## config.mk

```make
export PLATFORM = sky130hd
export DESIGN_NAME = vhc_fifo
export DESIGN_NICKNAME = d
export VERILOG_FILES = /design/src/rtl/vhc_pkg.sv /design/src/rtl/vhc_fifo.sv
export SDC_FILE = /design/constraint.sdc
export NUM_CORES = 1
export LEC_CHECK = 0
export ABC_AREA = 0
export BUFFER_PORTS_ARGS = -buffer_cell sky130_fd_sc_hd__clkbuf_2
export CAP_MARGIN = 30
export CORE_AREA = 2 2 152 125
export CTS_CLUSTER_DIAMETER = 80
export CTS_CLUSTER_SIZE = 24
export DETAILED_ROUTE_END_ITERATION = 8
export DIE_AREA = 0 0 154 127
export PLACE_DENSITY = 0.55
export SYNTH_ARGS = -nofsm -noshare
export SYNTH_HDL_FRONTEND = slang
export SYNTH_SLANG_ARGS = --single-unit
```

## constraint.sdc

```tcl
create_clock -name clk -period 3.84 [get_ports clk]
set_clock_uncertainty 0.1 [all_clocks]
set_input_delay 0.384 -clock clk [delete_from_list [all_inputs] [get_ports clk]]
set_output_delay 0.384 -clock clk [all_outputs]
set_load 0.03 [all_outputs]
```

## src/rtl/vhc_pkg.sv

```systemverilog
// shared constants, types and register indexes of the voxel hit-count filter
`timescale 1ns / 1ps
package vhc_pkg;

  // table geometry
  localparam int TABLE_DEPTH  = 4096;
  localparam int IDX_W        = $clog2(TABLE_DEPTH);
  localparam int CNT_W        = IDX_W + 1;
  localparam int STALE_FRAMES = 2000;

  // field widths
  localparam int COORD_BITS = 24;
  localparam int HIT_W      = 20;
  localparam int TOUCH_W    = 48;
  localparam int FRAME_W    = 32;
  localparam int VSIZE_W    = 16;
  localparam int RANGE_W    = 23;
  localparam int CAP_W      = 13;
  localparam int CMP_W      = (CNT_W > CAP_W) ? CNT_W : CAP_W;
  localparam int MUL_W      = (COORD_BITS > RANGE_W) ? COORD_BITS : RANGE_W;
  localparam int SQ_W       = 2 * MUL_W;
  localparam int R2_W       = SQ_W + 2;

  localparam logic [HIT_W-1:0] HIT_SAT = HIT_W'(1000000);

  // small command queue between front and back
  localparam int FIFO_DEPTH = 2;
  localparam int FIFO_PTR_W = $clog2(FIFO_DEPTH);
  localparam int FIFO_CNT_W = FIFO_PTR_W + 1;

  // configuration port
  localparam int CFG_IDX_W  = 3;
  localparam int CFG_DATA_W = 23;
  localparam logic [CFG_IDX_W-1:0] REG_FILTER_ENABLE    = 3'd0;
  localparam logic [CFG_IDX_W-1:0] REG_SHADOW_EN        = 3'd1;
  localparam logic [CFG_IDX_W-1:0] REG_MIN_STATIC_COUNT = 3'd2;
  localparam logic [CFG_IDX_W-1:0] REG_VOXEL_SIZE_MM    = 3'd3;
  localparam logic [CFG_IDX_W-1:0] REG_MIN_RANGE_MM     = 3'd4;
  localparam logic [CFG_IDX_W-1:0] REG_MAX_RANGE_MM     = 3'd5;
  localparam logic [CFG_IDX_W-1:0] REG_VOXEL_CAPACITY   = 3'd6;

  typedef struct packed {
    logic               filter_enable;
    logic               shadow_en;
    logic [HIT_W-1:0]   min_static_count;
    logic [VSIZE_W-1:0] voxel_size_mm;
    logic [RANGE_W-1:0] min_range_mm;
    logic [RANGE_W-1:0] max_range_mm;
    logic [CAP_W-1:0]   voxel_capacity;
  } cfg_t;

  typedef enum logic [1:0] {
    CMD_PASS  = 2'd0,
    CMD_POINT = 2'd1,
    CMD_FRAME = 2'd2
  } cmd_kind_t;

  typedef struct packed {
    cmd_kind_t             kind;
    logic                  keep;
    logic [COORD_BITS-1:0] key_x;
    logic [COORD_BITS-1:0] key_y;
    logic [COORD_BITS-1:0] key_z;
  } cmd_t;

  typedef struct packed {
    logic                  valid;
    logic [COORD_BITS-1:0] key_x;
    logic [COORD_BITS-1:0] key_y;
    logic [COORD_BITS-1:0] key_z;
    logic [HIT_W-1:0]      hits;
    logic [FRAME_W-1:0]    last_frame;
    logic [TOUCH_W-1:0]    touch;
  } entry_t;

endpackage

```

## src/rtl/vhc_fifo.sv

```systemverilog
// short command queue between the front end and the table engine
`timescale 1ns / 1ps
module vhc_fifo (
  input  logic          clk,
  input  logic          rst_n,
  input  logic          push,
  input  vhc_pkg::cmd_t push_cmd,
  output logic          push_ready,
  output logic          pop_valid,
  output vhc_pkg::cmd_t pop_cmd,
  input  logic          pop
);
  import vhc_pkg::*;

  cmd_t                  mem_r [FIFO_DEPTH];
  logic [FIFO_PTR_W-1:0] wr_ptr_r, rd_ptr_r;
  logic [FIFO_CNT_W-1:0] count_r;
  logic                  do_push, do_pop;

  assign push_ready = (count_r != FIFO_CNT_W'(FIFO_DEPTH));
  assign pop_valid  = (count_r != '0);
  assign pop_cmd    = mem_r[rd_ptr_r];
  assign do_push    = push && push_ready;
  assign do_pop     = pop && pop_valid;

  // pointers and fill level
  always_ff @(posedge clk) begin
    if (!rst_n) begin
      wr_ptr_r <= '0;
      rd_ptr_r <= '0;
      count_r  <= '0;
    end else begin
      if (do_push) begin
        wr_ptr_r <= wr_ptr_r + 1'b1;
      end
      if (do_pop) begin
        rd_ptr_r <= rd_ptr_r + 1'b1;
      end
      if (do_push && !do_pop) begin
        count_r <= count_r + 1'b1;
      end else if (do_pop && !do_push) begin
        count_r <= count_r - 1'b1;
      end
    end
  end

  // storage
  always_ff @(posedge clk) begin
    if (do_push) begin
      mem_r[wr_ptr_r] <= push_cmd;
    end
  end

endmodule

```

==> results of run 1 <==
per-layer routing:
layer	vias up	GRT usage, %
met5	-	0
li1	1364	-
met1	1422	13.1
met3	11	4.85
met4	0	4.56
met2	105	17.6
where the power goes:
part / total (uW) / internal [uW] / switching (uW)
clock: 1870 / 1220 / 649
sequential: 2220 / 2120 / 108
combinational: 1450 / 525 / 926
flip-flops by register name, indices dropped and copies added, names as in the netlist, named ones only:
signal and flops:
count_r 2, mem_r 150, rd_ptr_r 1, wr_ptr_r 1
path summary, 6_finish.rpt:
path,startpoint,slack (ns),cells past startpoint,to
max,register,1.38,3,pop_cmd[48]
min,push_cmd[3],0.06,1,mem_r[0][3]
max reg2reg,count_r[0],1.64,4,mem_r[0][37]
min reg2reg,count_r[1],0.48,2,count_r[1]
through the flow:
step / instances / utilization, %
CTS: 669 / 41.3
floorplan: 257 / -
global placement: 636 / 37.3
global route: 669 / 41.3
detailed placement: 638 / 37.6
finish: 669 / 41.3
final cells by class:
class	instances	area [um2]
clock buffer	17	425
clock inverter	14	241
fill	1619	10500
inverter	1	5.00
multi-input combinational	93	988
sequential	155	4610
tap	230	288
timing repair buffer	159	838
kinds of logic after synthesis:
logic type,synth area share [%]
AND/OR/NAND/NOR,1.15
XOR/XNOR,0.464
flip-flops,81.3
multiplexers,14.9
AO/OA/AOI/OAI,0.618
adder cells (fa/ha/maj),0.221
buffers and inverters,1.37
critical path: stages, from the launching register on:
cell and delay (ns):
sky130_fd_sc_hd__dfxtp_4 0.67, sky130_fd_sc_hd__buf_12 0.29, sky130_fd_sc_hd__mux2_2 0.38, sky130_fd_sc_hd__clkbuf_2 0.19
Yosys cell counts (all sizes together):
cell and number:
and2 4, nand2b 1, or3 1, edfxtp 150
nand3b 1, inv 1, xor2 1, or2 1
buf 8, ha 1, a21boi 2, and3 1
xnor2 2, dfxtp 5, o21ai 2, a21bo 1
mux2 75
==> flow_metrics.py, run 1 <==
metrics = {
    "outcome": {
        "run_status": "finished clean",
    },
    "finish": {
        "postLayoutCellArea_um2": 7390,
        "layout.cells.most_common_list": "155 x sky130_fd_sc_hd__clkbuf_2, 150 x sky130_fd_sc_hd__edfxtp_1, 75 x sky130_fd_sc_hd__mux2_2",
        "synthToLayoutAreaGrowth_pct": 30.5,
        "nets": 507,
        "drive_above_1_share_pct": 61.7,
        "final_common_cell": "sky130_fd_sc_hd__clkbuf_2",
        "diodes": 0,
    },
    "placement": {
        "dpl_worst_slack_ns": 1.59,
        "gp_congestion": 0.729,
        "buffer_ports.inserted": 155,
        "dp_hpwl_um": 6920,
        "dpl_cell_area_um2": 6730,
    },
    "drt": {
        "detail_route.first_pass.iterations": 6,
        "post_route_ant_nets": 0,
        "drt_iter0_drc": 162,
        "highest_layer": "met4",
        "met3_length_um": 666,
        "met2_wirelength_um": 4950,
        "post-route-drc-count": 0,
        "vias": 2902,
        "route.final.wire_length_um": 10300,
        "drt_met1_wl_um": 4570,
        "routed_wire_length_per_instance_um": 15.5,
        "detail_route.vias_per_cell": 4.34,
    },
    "die": {
        "floorplan.rows": 44,
        "die_y_um": 127,
        "die_w_um": 154,
        "ports_placed_on_the_boundary": 156,
        "floorplan.initialDensity_pct": 31.7,
        "die_area_um2": 19600,
        "core_area_um2": 17900,
    },
    "setup_path": {
        "crit_start_category": "register",
        "critPathKind": "register to output pin",
        "crit_path_end_kind": "output pin",
        "cp_data_arrival_time_ns": 1.98,
        "crit_required_ns": 3.36,
        "worstPathMaxFanout": 39,
    },
    "grt": {
        "number_of_antenna_violations_at_the_first_check_in_global_routing": 0,
        "groute.usage.overall_pct": 11.0,
        "first_pass_grt_wire_length_um": 16100,
        "grt_remaining_overflow": 0,
        "first_global_vias": 3136,
        "grt_start_max_net_pins": 42,
    },
    "clock_tree": {
        "tritoncts": "yes",
        "cts_sinks": 155,
        "htree_levels": 4,
        "post_cts_hold_buffer_count": 0,
        "post_cts.repair.setup_buffers": 0,
        "resized_gates_after_cts": 0,
        "clock_tree.buffer_depth": 2,
        "root_buffer": "sky130_fd_sc_hd__clkbuf_16",
        "clk_transition_reported_paths_ns": 0.06,
        "worst_skew_pair.late_latency_ns": 0.41,
        "cts_made_buffers": 17,
    },
    "synth": {
        "mappedNetlistNets": 337,
        "netlist_area_um2": 5670,
        "yosys-top-cells-area": "sky130_fd_sc_hd__edfxtp_1 80%, sky130_fd_sc_hd__mux2_2 15%, sky130_fd_sc_hd__dfxtp_1 1.8%",
        "synth_top_area_share_pct": 79.5,
        "synth.lib_cells_used.distinct": 21,
        "syn-instance-count": 257,
        "syn-mean-instance-area_um2": 22.0,
        "ys_seq_area_share_pct": 81.3,
        "synthDominantAreaCellType": "sky130_fd_sc_hd__edfxtp_1",
        "synth_warnings": 0,
        "synth.ff_latch_count": 155,
    },
    "sta": {
        "final.setup.tns_ns": 0,
        "fin_crit_sh_pct": 64.2,
        "min_period_ns": 2.46,
        "finalWorstSetupSlack_ns": 1.38,
        "timing.fmax_mhz": 406,
        "slew_headroom_pct": 58.5,
        "rsz_0062_raised_after_global_routing": "false",
        "finalHoldViolCount": 0,
        "setup_viol": 0,
        "slew_violations": 0,
        "timing_worst_slew_pin_value_ns": 0.622,
        "worst_hold_slack_ns": 0.0606,
    },
    "power_and_ir_drop": {
        "worst_ir_drop_vdd_v": 0.000469,
        "finalPower_uw": 5540,
        "power.static_leakage_uw": 0.00277,
        "power-per-cell-area_nw_per_um2": 750,
    },
    "hold_path": {
        "worstHoldPathType": "primary input to register",
    },
    "run": {
        "drv.max_cap_violation_count": 0,
    },
}
Note: power is estimated with default switching activity, not from simulation.
==> run 2: changes to the inputs <==
PLACE_DENSITY = 0.57   (was 0.55)
clock period = 2.1 ns   (was 3.84 ns; I/O delays follow)
==> run 2 against run 1 <==
- hold slack got worse by 0.017 ns
- combinational power rose by 100%
- final cell count rose by 12%
- register-to-register slack got worse by 1.2 ns
- sequential share of layout area fell by 5.5 points
- cell area rose by 9.7%
- largest power group unchanged
- setup slack got worse by 1.3 ns
- sequential cell count did not move
==> flow_metrics.py, run 2 (synthesized netlist as in run 1, its figures left out) <==
metrics = {
    "clock_tree": {
        "htree_levels": 4,
        "clock_tree.buffer_depth": 2,
        "cts_sinks": 155,
        "cts_made_buffers": 17,
        "worst_skew_pair.late_latency_ns": 0.41,
        "root_buffer": "sky130_fd_sc_hd__clkbuf_16",
        "tritoncts": "yes",
        "clk_transition_reported_paths_ns": 0.06,
    },
    "power_and_ir_drop": {
        "worst_ir_drop_vdd_v": 0.000619,
        "power-per-cell-area_nw_per_um2": 1200,
        "finalPower_uw": 9740,
        "power.static_leakage_uw": 0.00305,
    },
    "grt": {
        "number_of_antenna_violations_at_the_first_check_in_global_routing": 0,
        "first_pass_grt_wire_length_um": 17500,
        "grt_remaining_overflow": 0,
        "groute.usage.overall_pct": 11.8,
        "first_global_vias": 3464,
        "grt_start_max_net_pins": 39,
    },
    "finish": {
        "synthToLayoutAreaGrowth_pct": 43.2,
        "largest_register_ff_count": 150,
        "reg.largest.list": "mem_r x150, count_r x2",
        "drive_above_1_share_pct": 52.1,
        "layout.cells.most_common_list": "155 x sky130_fd_sc_hd__clkbuf_2, 150 x sky130_fd_sc_hd__edfxtp_1, 76 x sky130_fd_sc_hd__dlygate4sd3_1",
        "nets": 587,
        "top_register": "mem_r",
        "postLayoutCellArea_um2": 8110,
        "filler_cell_count": 1593,
        "diodes": 0,
        "final_common_cell": "sky130_fd_sc_hd__clkbuf_2",
    },
    "setup_path": {
        "critPathKind": "register to output pin",
        "cp_data_arrival_time_ns": 1.67,
        "crit_start_category": "register",
        "crit_path_end_kind": "output pin",
        "cell_chain_critical_path": "buf_12 -> mux2_2 -> clkbuf_2",
        "timing.critical_path.slowest_stage_cell": "sky130_fd_sc_hd__dfxtp_4",
        "crit_required_ns": 1.79,
        "max_stage_delay_ns": 0.49,
        "worstPathMaxFanout": 21,
    },
    "sta": {
        "slew_headroom_pct": 79.4,
        "timing_worst_slew_pin_value_ns": 0.309,
        "fin_crit_sh_pct": 94.3,
        "slew_violations": 0,
        "finalWorstSetupSlack_ns": 0.120,
        "finalHoldViolCount": 0,
        "rsz_0062_raised_after_global_routing": "false",
        "min_period_ns": 1.98,
        "worst_hold_slack_ns": 0.0433,
        "setup_viol": 0,
        "timing.fmax_mhz": 505,
        "final.setup.tns_ns": 0,
    },
    "die": {
        "die_w_um": 154,
        "ports_placed_on_the_boundary": 156,
        "die_area_um2": 19600,
        "core_area_um2": 17900,
        "floorplan.rows": 44,
        "die_y_um": 127,
        "floorplan.initialDensity_pct": 31.7,
    },
    "drt": {
        "detail_route.vias_per_cell": 4.25,
        "routed_wire_length_per_instance_um": 14.9,
        "route.final.wire_length_um": 11100,
        "post_route_ant_nets": 0,
        "post-route-drc-count": 0,
        "drt_iter0_drc": 120,
        "detail_route.first_pass.iterations": 4,
        "vias": 3184,
    },
    "hold_path": {
        "worstHoldPathType": "primary input to register",
    },
    "run": {
        "drv.max_cap_violation_count": 0,
    },
    "placement": {
        "dp_hpwl_um": 6960,
        "dpl_cell_area_um2": 6810,
        "buffer_ports.inserted": 155,
        "dpl_worst_slack_ns": 0.428,
        "gp_congestion": 0.688,
    },
    "outcome": {
        "run_status": "finished clean",
    },
}
## run 2: cell count changes in the layout (fill, tap and decap cells not counted)
cell                            change
sky130_fd_sc_hd__dfxtp_1            -1
sky130_fd_sc_hd__buf_12             +6
sky130_fd_sc_hd__buf_4              -2
sky130_fd_sc_hd__inv_6              -1
sky130_fd_sc_hd__clkinv_1           +5
sky130_fd_sc_hd__dlygate4sd3_1     +76
sky130_fd_sc_hd__clkbuf_1           +1
sky130_fd_sc_hd__dfxtp_2            +1
sky130_fd_sc_hd__clkinv_4           -2
sky130_fd_sc_hd__buf_16             -1
sky130_fd_sc_hd__bufinv_16          -5
sky130_fd_sc_hd__buf_6              +1
sky130_fd_sc_hd__clkinvlp_4         +3
## run 2: timing repair
item / in CTS / in global routing
setup buffers: 1 / 0
hold endpoints to repair: 155 / 0
hold buffers: 76 / 0
resized for setup: 0 / 0
endpoints found under the setup margin: 40 / 0
## run 2: area by class of cell
type                       instances  area [um2]  area share (%)
clock buffer                      18         429            5.29
sequential                       155        4610            56.8
timing repair buffer             239        1690            20.8
clock inverter                    14         104            1.28
inverter                           1        7.51          0.0925
multi-input combinational         93         988            12.2
tap                              230         288            3.55
## run 2: per-stage QoR
step	util, %	instances
floorplan	-	257
global placement	38.1	641
detailed placement	38.1	641
CTS	45.3	750
global route	45.3	750
finish	45.3	750
## run 2: critical path, delay by kind of cell, from the launching register on
kind     cells  cell delay [ns]
buf+inv      2             0.40
mux          1             0.36
flops        1             0.49
## run 2: worst paths after layout
path / end / slack [ns] / startpoint / cells after the start
max: pop_cmd[48] / 0.12 / register / 3
min: wr_ptr_r / 0.04 / push / 3
max reg2reg: count_r[1] / 0.41 / count_r[1] / 5
min reg2reg: count_r[1] / 0.48 / count_r[1] / 2
## run 2: routing by layer
layer	global-route usage (%)	vias to the layer above	wire length (um)
li1	-	1519	-
met3	4.31	15	651
met4	4.95	0	181
met5	0	-	0
met2	20.1	101	5540
met1	13.6	1549	4780
## run 2: where the power goes
part,switching (uW),internal (uW)
Clock,1170,1610
Combinational,1800,1150
Sequential,147,3870
Total,3120,6620
