## src/rtl/vhc_pkg.sv

```systemverilog
// shared constants, types and register indexes of the voxel hit-count filter
`timescale 1ns / 1ps
package vhc_pkg;

  // table geometry
  localparam int TABLE_DEPTH  = 4096;
  localparam int IDX_W        = $clog2(TABLE_DEPTH);
  localparam int CNT_W        = IDX_W + 1;
  localparam int STALE_FRAMES = 2000;

  // field widths
  localparam int COORD_BITS = 24;
  localparam int HIT_W      = 20;
  localparam int TOUCH_W    = 48;
  localparam int FRAME_W    = 32;
  localparam int VSIZE_W    = 16;
  localparam int RANGE_W    = 23;
  localparam int CAP_W      = 13;
  localparam int CMP_W      = (CNT_W > CAP_W) ? CNT_W : CAP_W;
  localparam int MUL_W      = (COORD_BITS > RANGE_W) ? COORD_BITS : RANGE_W;
  localparam int SQ_W       = 2 * MUL_W;
  localparam int R2_W       = SQ_W + 2;

  localparam logic [HIT_W-1:0] HIT_SAT = HIT_W'(1000000);

  // small command queue between front and back
  localparam int FIFO_DEPTH = 2;
  localparam int FIFO_PTR_W = $clog2(FIFO_DEPTH);
  localparam int FIFO_CNT_W = FIFO_PTR_W + 1;

  // configuration port
  localparam int CFG_IDX_W  = 3;
  localparam int CFG_DATA_W = 23;
  localparam logic [CFG_IDX_W-1:0] REG_FILTER_ENABLE    = 3'd0;
  localparam logic [CFG_IDX_W-1:0] REG_SHADOW_EN        = 3'd1;
  localparam logic [CFG_IDX_W-1:0] REG_MIN_STATIC_COUNT = 3'd2;
  localparam logic [CFG_IDX_W-1:0] REG_VOXEL_SIZE_MM    = 3'd3;
  localparam logic [CFG_IDX_W-1:0] REG_MIN_RANGE_MM     = 3'd4;
  localparam logic [CFG_IDX_W-1:0] REG_MAX_RANGE_MM     = 3'd5;
  localparam logic [CFG_IDX_W-1:0] REG_VOXEL_CAPACITY   = 3'd6;

  typedef struct packed {
    logic               filter_enable;
    logic               shadow_en;
    logic [HIT_W-1:0]   min_static_count;
    logic [VSIZE_W-1:0] voxel_size_mm;
    logic [RANGE_W-1:0] min_range_mm;
    logic [RANGE_W-1:0] max_range_mm;
    logic [CAP_W-1:0]   voxel_capacity;
  } cfg_t;

  typedef enum logic [1:0] {
    CMD_PASS  = 2'd0,
    CMD_POINT = 2'd1,
    CMD_FRAME = 2'd2
  } cmd_kind_t;

  typedef struct packed {
    cmd_kind_t             kind;
    logic                  keep;
    logic [COORD_BITS-1:0] key_x;
    logic [COORD_BITS-1:0] key_y;
    logic [COORD_BITS-1:0] key_z;
  } cmd_t;

  typedef struct packed {
    logic                  valid;
    logic [COORD_BITS-1:0] key_x;
    logic [COORD_BITS-1:0] key_y;
    logic [COORD_BITS-1:0] key_z;
    logic [HIT_W-1:0]      hits;
    logic [FRAME_W-1:0]    last_frame;
    logic [TOUCH_W-1:0]    touch;
  } entry_t;

endpackage

```

## src/rtl/vhc_if.sv

```systemverilog
// point and result channel interfaces
`timescale 1ns / 1ps
interface vhc_in_if;
  logic                                  valid;
  logic                                  ready;
  logic                                  operation;
  logic signed [vhc_pkg::COORD_BITS-1:0] point_x;
  logic signed [vhc_pkg::COORD_BITS-1:0] point_y;
  logic signed [vhc_pkg::COORD_BITS-1:0] point_z;

  modport source (output valid, operation, point_x, point_y, point_z, input ready);
  modport sink (input valid, operation, point_x, point_y, point_z, output ready);
endinterface


```

## src/rtl/vhc_front.sv

```systemverilog
// front end: range check with a shared multiplier and voxel keys by a serial divider
`timescale 1ns / 1ps
module vhc_front (
  input  logic          clk,
  input  logic          rst_n,
  input  vhc_pkg::cfg_t cfg,
  input  logic          hold,
  vhc_in_if.sink        in_ch,
  output logic          push,
  output vhc_pkg::cmd_t push_cmd,
  input  logic          push_ready
);
  import vhc_pkg::*;

  localparam int BIT_W = $clog2(COORD_BITS);

  typedef enum logic [4:0] {
    F_IDLE = 5'b00001,
    F_MUL  = 5'b00010,
    F_CHK  = 5'b00100,
    F_DIV  = 5'b01000,
    F_PUSH = 5'b10000
  } fstate_t;

  fstate_t                      state_r;
  logic signed [COORD_BITS-1:0] x_r, y_r, z_r;
  logic [2:0]                   step_r;
  logic [SQ_W-1:0]              prod_r;
  logic [R2_W-1:0]              r2_r;
  logic [SQ_W-1:0]              min2_r, max2_r;
  cmd_t                         cmd_r;
  logic [1:0]                   coord_r;
  logic [BIT_W-1:0]             bit_r;
  logic [COORD_BITS-1:0]        dvd_r, quo_r;
  logic [VSIZE_W-1:0]           rem_r;
  logic                         neg_r;

  logic                         take;
  logic [MUL_W-1:0]             mul_a;
  logic [VSIZE_W-1:0]           dsr;
  logic [VSIZE_W:0]             rem_sh;
  logic                         qbit;
  logic [VSIZE_W-1:0]           rem_n;
  logic [COORD_BITS-1:0]        q_fin, key;
  logic signed [COORD_BITS-1:0] nxt_coord;
  logic                         last_bit;

  function automatic logic [MUL_W-1:0] mag(input logic signed [COORD_BITS-1:0] v);
    logic [COORD_BITS-1:0] u;
    u = v[COORD_BITS-1] ? (~v + 1'b1) : v;
    return MUL_W'(u);
  endfunction

  assign take         = in_ch.valid && in_ch.ready;
  assign in_ch.ready  = (state_r == F_IDLE) && !hold;
  assign push         = (state_r == F_PUSH);
  assign push_cmd     = cmd_r;

  // multiplier operand per step: x, y, z, then the two range limits
  always_comb begin
    case (step_r)
      3'd0:    mul_a = mag(x_r);
      3'd1:    mul_a = mag(y_r);
      3'd2:    mul_a = mag(z_r);
      3'd3:    mul_a = MUL_W'(cfg.min_range_mm);
      3'd4:    mul_a = MUL_W'(cfg.max_range_mm);
      default: mul_a = '0;
    endcase
  end

  // one restoring division step on the magnitude, floor correction on the last one
  always_comb begin
    dsr       = (cfg.voxel_size_mm == '0) ? VSIZE_W'(1) : cfg.voxel_size_mm;
    rem_sh    = {rem_r, dvd_r[COORD_BITS-1]};
    qbit      = (rem_sh >= {1'b0, dsr});
    rem_n     = qbit ? VSIZE_W'(rem_sh - {1'b0, dsr}) : rem_sh[VSIZE_W-1:0];
    q_fin     = {quo_r[COORD_BITS-2:0], qbit};
    key       = neg_r ? (~(q_fin + COORD_BITS'(rem_n != '0)) + 1'b1) : q_fin;
    nxt_coord = (coord_r == 2'd0) ? y_r : z_r;
    last_bit  = (bit_r == BIT_W'(COORD_BITS - 1));
  end

  // control sequence
  always_ff @(posedge clk) begin
    if (!rst_n) begin
      state_r <= F_IDLE;
    end else begin
      case (state_r)
        F_IDLE: begin
          if (take) begin
            if (in_ch.operation || !cfg.filter_enable) begin
              state_r <= F_PUSH;
            end else begin
              state_r <= F_MUL;
            end
          end
        end
        F_MUL: begin
          if (step_r == 3'd5) begin
            state_r <= F_CHK;
          end
        end
        F_CHK: begin
          if (r2_r < R2_W'(min2_r) || r2_r > R2_W'(max2_r)) begin
            state_r <= F_PUSH;
          end else begin
            state_r <= F_DIV;
          end
        end
        F_DIV: begin
          if (last_bit && coord_r == 2'd2) begin
            state_r <= F_PUSH;
          end
        end
        F_PUSH: begin
          if (push_ready) begin
            state_r <= F_IDLE;
          end
        end
        default: state_r <= F_IDLE;
      endcase
    end
  end

  // datapath
  always_ff @(posedge clk) begin
    case (state_r)
      F_IDLE: begin
        if (take) begin
          x_r          <= in_ch.point_x;
          y_r          <= in_ch.point_y;
          z_r          <= in_ch.point_z;
          step_r       <= '0;
          r2_r         <= '0;
          cmd_r.key_x  <= '0;
          cmd_r.key_y  <= '0;
          cmd_r.key_z  <= '0;
          cmd_r.keep   <= !in_ch.operation && !cfg.filter_enable;
          cmd_r.kind   <= in_ch.operation ? CMD_FRAME : CMD_PASS;
        end
      end
      F_MUL: begin
        if (step_r != 3'd5) begin
          prod_r <= mul_a * mul_a;
        end
        case (step_r)
          3'd1, 3'd2, 3'd3: r2_r   <= r2_r + R2_W'(prod_r);
          3'd4:             min2_r <= prod_r;
          3'd5:             max2_r <= prod_r;
          default:          ;
        endcase
        step_r <= step_r + 3'd1;
      end
      F_CHK: begin
        cmd_r.keep <= cfg.shadow_en;
        coord_r    <= 2'd0;
        bit_r      <= '0;
        dvd_r      <= COORD_BITS'(mag(x_r));
        neg_r      <= x_r[COORD_BITS-1];
        quo_r      <= '0;
        rem_r      <= '0;
      end
      F_DIV: begin
        dvd_r <= {dvd_r[COORD_BITS-2:0], 1'b0};
        quo_r <= q_fin;
        rem_r <= rem_n;
        bit_r <= bit_r + 1'b1;
        if (last_bit) begin
          case (coord_r)
            2'd0:    cmd_r.key_x <= key;
            2'd1:    cmd_r.key_y <= key;
            default: cmd_r.key_z <= key;
          endcase
          // next coordinate
          coord_r <= coord_r + 2'd1;
          bit_r   <= '0;
          dvd_r   <= COORD_BITS'(mag(nxt_coord));
          neg_r   <= nxt_coord[COORD_BITS-1];
          quo_r   <= '0;
          rem_r   <= '0;
          if (coord_r == 2'd2) begin
            cmd_r.kind <= CMD_POINT;
          end
        end
      end
      default: ;
    endcase
  end

endmodule

```

## src/flat_wrapper.sv

```systemverilog
// flat-port wrapper written by rule: the top's interface ports become plain ports
module vhc_front_flat import vhc_pkg::*;
  (clk, rst_n, cfg, hold, push, push_cmd, push_ready, in_ch_valid, in_ch_operation, in_ch_point_x, in_ch_point_y, in_ch_point_z, in_ch_ready);
  vhc_in_if in_ch_i ();
  input  logic clk;
  input  logic rst_n;
  input  vhc_pkg::cfg_t cfg;
  input  logic hold;
  output logic push;
  output vhc_pkg::cmd_t push_cmd;
  input  logic push_ready;
  input wire logic [$bits(in_ch_i.valid)-1:0] in_ch_valid;
  input wire logic [$bits(in_ch_i.operation)-1:0] in_ch_operation;
  input wire logic [$bits(in_ch_i.point_x)-1:0] in_ch_point_x;
  input wire logic [$bits(in_ch_i.point_y)-1:0] in_ch_point_y;
  input wire logic [$bits(in_ch_i.point_z)-1:0] in_ch_point_z;
  output wire logic [$bits(in_ch_i.ready)-1:0] in_ch_ready;
  assign in_ch_i.valid = in_ch_valid;
  assign in_ch_i.operation = in_ch_operation;
  assign in_ch_i.point_x = in_ch_point_x;
  assign in_ch_i.point_y = in_ch_point_y;
  assign in_ch_i.point_z = in_ch_point_z;
  assign in_ch_ready = in_ch_i.ready;
  vhc_front u_core (.clk(clk), .rst_n(rst_n), .cfg(cfg), .hold(hold), .in_ch(in_ch_i), .push(push), .push_cmd(push_cmd), .push_ready(push_ready));
endmodule
```

## config.mk

```make
export PLATFORM = sky130hd
export DESIGN_NAME = vhc_front_flat
export DESIGN_NICKNAME = d
export VERILOG_FILES = /design/src/rtl/vhc_pkg.sv /design/src/rtl/vhc_if.sv /design/src/rtl/vhc_front.sv /design/src/flat_wrapper.sv
export SDC_FILE = /design/constraint.sdc
export NUM_CORES = 2
export LEC_CHECK = 0
export ABC_CLOCK_PERIOD_IN_PS = 16910
export BUFFER_PORTS_ARGS = -buffer_cell sky130_fd_sc_hd__buf_2
export CELL_PAD_IN_SITES_DETAIL_PLACEMENT = 0
export CELL_PAD_IN_SITES_GLOBAL_PLACEMENT = 1
export CORE_MARGIN = 3
export CORE_UTILIZATION = 54
export CTS_CLUSTER_DIAMETER = 50
export DETAILED_ROUTE_END_ITERATION = 16
export PLACE_DENSITY = 0.94
export REMOVE_ABC_BUFFERS = 1
export SYNTH_ARGS = -nofsm -noshare
export SYNTH_HDL_FRONTEND = slang
export SYNTH_SLANG_ARGS = --single-unit
export TNS_END_PERCENT = 20
```

## constraint.sdc

```tcl
create_clock -name clk -period 16.91 [get_ports clk]
set_input_delay 0.8455 -clock clk [delete_from_list [all_inputs] [get_ports clk]]
set_output_delay 0.8455 -clock clk [all_outputs]
set_load 0.02 [all_outputs]
```

==> metrics <==
post-CTS setup buffer count 0; R2R Setup Slk 5.79 ns; hold path cells 1; Initial Util 0.546; worst-path fanout max 14; vias in the first global route 30643; period utilisation layout 0.658; GR Overflow Total 0; #FFs+latches synth 417; WHS Endpoint u_core.x_r[2]; Clock Skews 0.0399 ns; clock slew at reported path FFs 0.07 ns; Post-CTS Resized 0; drc violations 0; CTS HTree Levels 2; startpoint class of the critical path flop; predominant post-synthesis flop cell edfxtp_1; die area 77300 um2; pre-CTS WS 6.00 ns; fmax 89.9 MHz; fin crit period 11.12 ns; async set-reset flop share out of synthesis 0; Final HPWL DP 75.4 mm; via count 29671; status finished clean; Synth Cell Area 40000 um2; share of post-route cells with drive strength above 1 0.0999; row cnt 99; final non-filler cell total 5174; final WL 99.8 mm; setup violators final 0; Layout Nets 5107; Die W 278 um; Synth cell types 89; TritonCTS clock tree built; pin count of the biggest net entering global routing 81; reg-to-reg startpoint u_core.x_r[4]; clock buffer count from CTS 58; hold path start in_ch_point_x[2]; Num Clock Sinks 417; Arr. time, crit path 11.51 ns; Req. time, crit path 17.30 ns; wire per inst 19.3 um; Layout area overhead 10.6%; I/O pin total 252; syn avg cell area 10.1 um2; Crit-path slowest cell or4_1; reg2reg end u_core.prod_r[46]; global-route total usage across every layer 0.263; register area share after synthesis 0.312; Final GP Congestion 0.919; leading cell type in the layout, fill and taps excluded inv_1; Crit Path Class flop to flop; worst skew pair latency 0.65 ns; yosys synthesis warning count 0; max-cap viol count 0; CTS max path bufs 3; Die Height 278 um; Fin Setup TNS 0 ns; DR vias/cell 5.73; port bufs 218; Post-synth EDFFs 412; Cell Count Post-Placement 5063; Worst R2R Path Depth 29; Slowest Stage Delay on Critical Path 0.96 ns; core area 73200 um2; Post-DRT Antenna Nets 0; Slew Limit Fails 0; most frequent cells in the layout 708 x inv_1, 426 x fa_1, 412 x edfxtp_1; Final Hold Vio Count 0; first-pass iteration count of the detailed router 7; hold_buf cts 0; Initial DRC Count 2490; headroom to the max-slew limit 0.126; most used cell, CP fa_1; Hold Crit Class input port to flop; first-pass GRT wire length 163 mm; Post-Syn Instances 3975; fin worst setup slack 5.79 ns; RSZ-0062 raised after global routing no; Worst Max-Slew Pin Slew 1.28 ns; CTS Root Buffer Type clkbuf_16; final core utilization 0.604; initial antenna violation count 2; crit end category flop
-- worst max-delay path: cells and delay by family (launching register included) --
kind / cells / cell delay, ns
compound gates: 7 / 2.32
fa+ha+maj: 8 / 4.07
simple gates: 8 / 3.04
mux: 1 / 0.11
xor+xnor: 1 / 0.25
flops: 1 / 0.46
buf+inv: 4 / 0.59
-- cell usage after synthesis, types with 21 or more instances --
| library cell | instances | area share |
|---|---|---|
| a21o_1 | 88 | 0.017 |
| edfxtp_1 | 412 | 0.31 |
| nor2b_1 | 28 | 0.0044 |
| and2_1 | 31 | 0.0049 |
| xnor2_1 | 101 | 0.022 |
| a211oi_1 | 38 | 0.0071 |
| xor2_1 | 124 | 0.027 |
| o21ai_0 | 113 | 0.014 |
| nand2_1 | 334 | 0.031 |
| fa_1 | 426 | 0.21 |
| o21bai_1 | 21 | 0.0039 |
| mux2i_1 | 37 | 0.0093 |
| nor3_1 | 47 | 0.0059 |
| a21oi_1 | 165 | 0.021 |
| ha_1 | 342 | 0.11 |
| nand2b_1 | 23 | 0.0036 |
| nor2_1 | 356 | 0.033 |
| nand4_1 | 45 | 0.0070 |
| clkbuf_1 | 100 | 0.0094 |
| and3_1 | 37 | 0.0058 |
| o31ai_1 | 30 | 0.0056 |
| nand3_1 | 40 | 0.0050 |
| inv_1 | 710 | 0.067 |
-- metrics by stage --
step                hold WS, ns  area [um2]
floorplan                 0.449       39400
CTS                       0.339       44200
global placement          0.464       42100
detailed placement        0.482       42100
global route              0.348       44200
finish                    0.374       44200
-- worst max-delay path by stage --
stage	start	endpoint	cells past startpoint
floorplan	u_core.x_r[4]	u_core.prod_r[45]	33
global placement	u_core.z_r[2]	u_core.prod_r[45]	31
detailed placement	u_core.x_r[4]	u_core.prod_r[46]	29
CTS	u_core.x_r[4]	u_core.prod_r[46]	29
global route	u_core.y_r[5]	u_core.prod_r[46]	30
finish	u_core.x_r[4]	u_core.prod_r[46]	29
-- metal layers --
metal,wire length (um),GRT usage,vias up
met2,48100,0.444,1074
li1,-,-,13716
met5,0,0,-
met1,41000,0.348,14627
met3,7180,0.0438,254
met4,3450,0.0898,0
-- sequential cells by signal, indices dropped and copies added (netlist names), 3 cells and up --
register and flops:
u_core.y_r 24, u_core.step_r 3, u_core.prod_r 47, u_core.x_r 24
u_core.quo_r 23, u_core.r2_r 50, u_core.z_r 24, u_core.min2_r 47
u_core.bit_r 5, u_core.state_r 5, u_core.rem_r 16, u_core.max2_r 47
u_core.push_cmd 75, u_core.dvd_r 24
-- area by class of cell --
cell class              instances  area (um2)
diodes                          2        5.00
clock buffers                  63        1470
clock inverters                46         633
fillers                      5998       29000
inverters                     720        2710
multi-input cells            2710       24300
flip-flops and latches        417       12500
well taps                     959        1200
repair buffers                257        1380
-- logic make-up after synthesis --
group / count (synthesis) / synth area share
mux: 40 / 0.0101
flops: 417 / 0.312
fa+ha+maj: 768 / 0.320
simple gates: 1048 / 0.122
xor+xnor: 225 / 0.0493
compound gates: 629 / 0.105
buf+inv: 848 / 0.0810
Power is left out: the tool's default activity adds up to more than one toggle a clock period on the data nets, which glitch-free logic cannot reach.
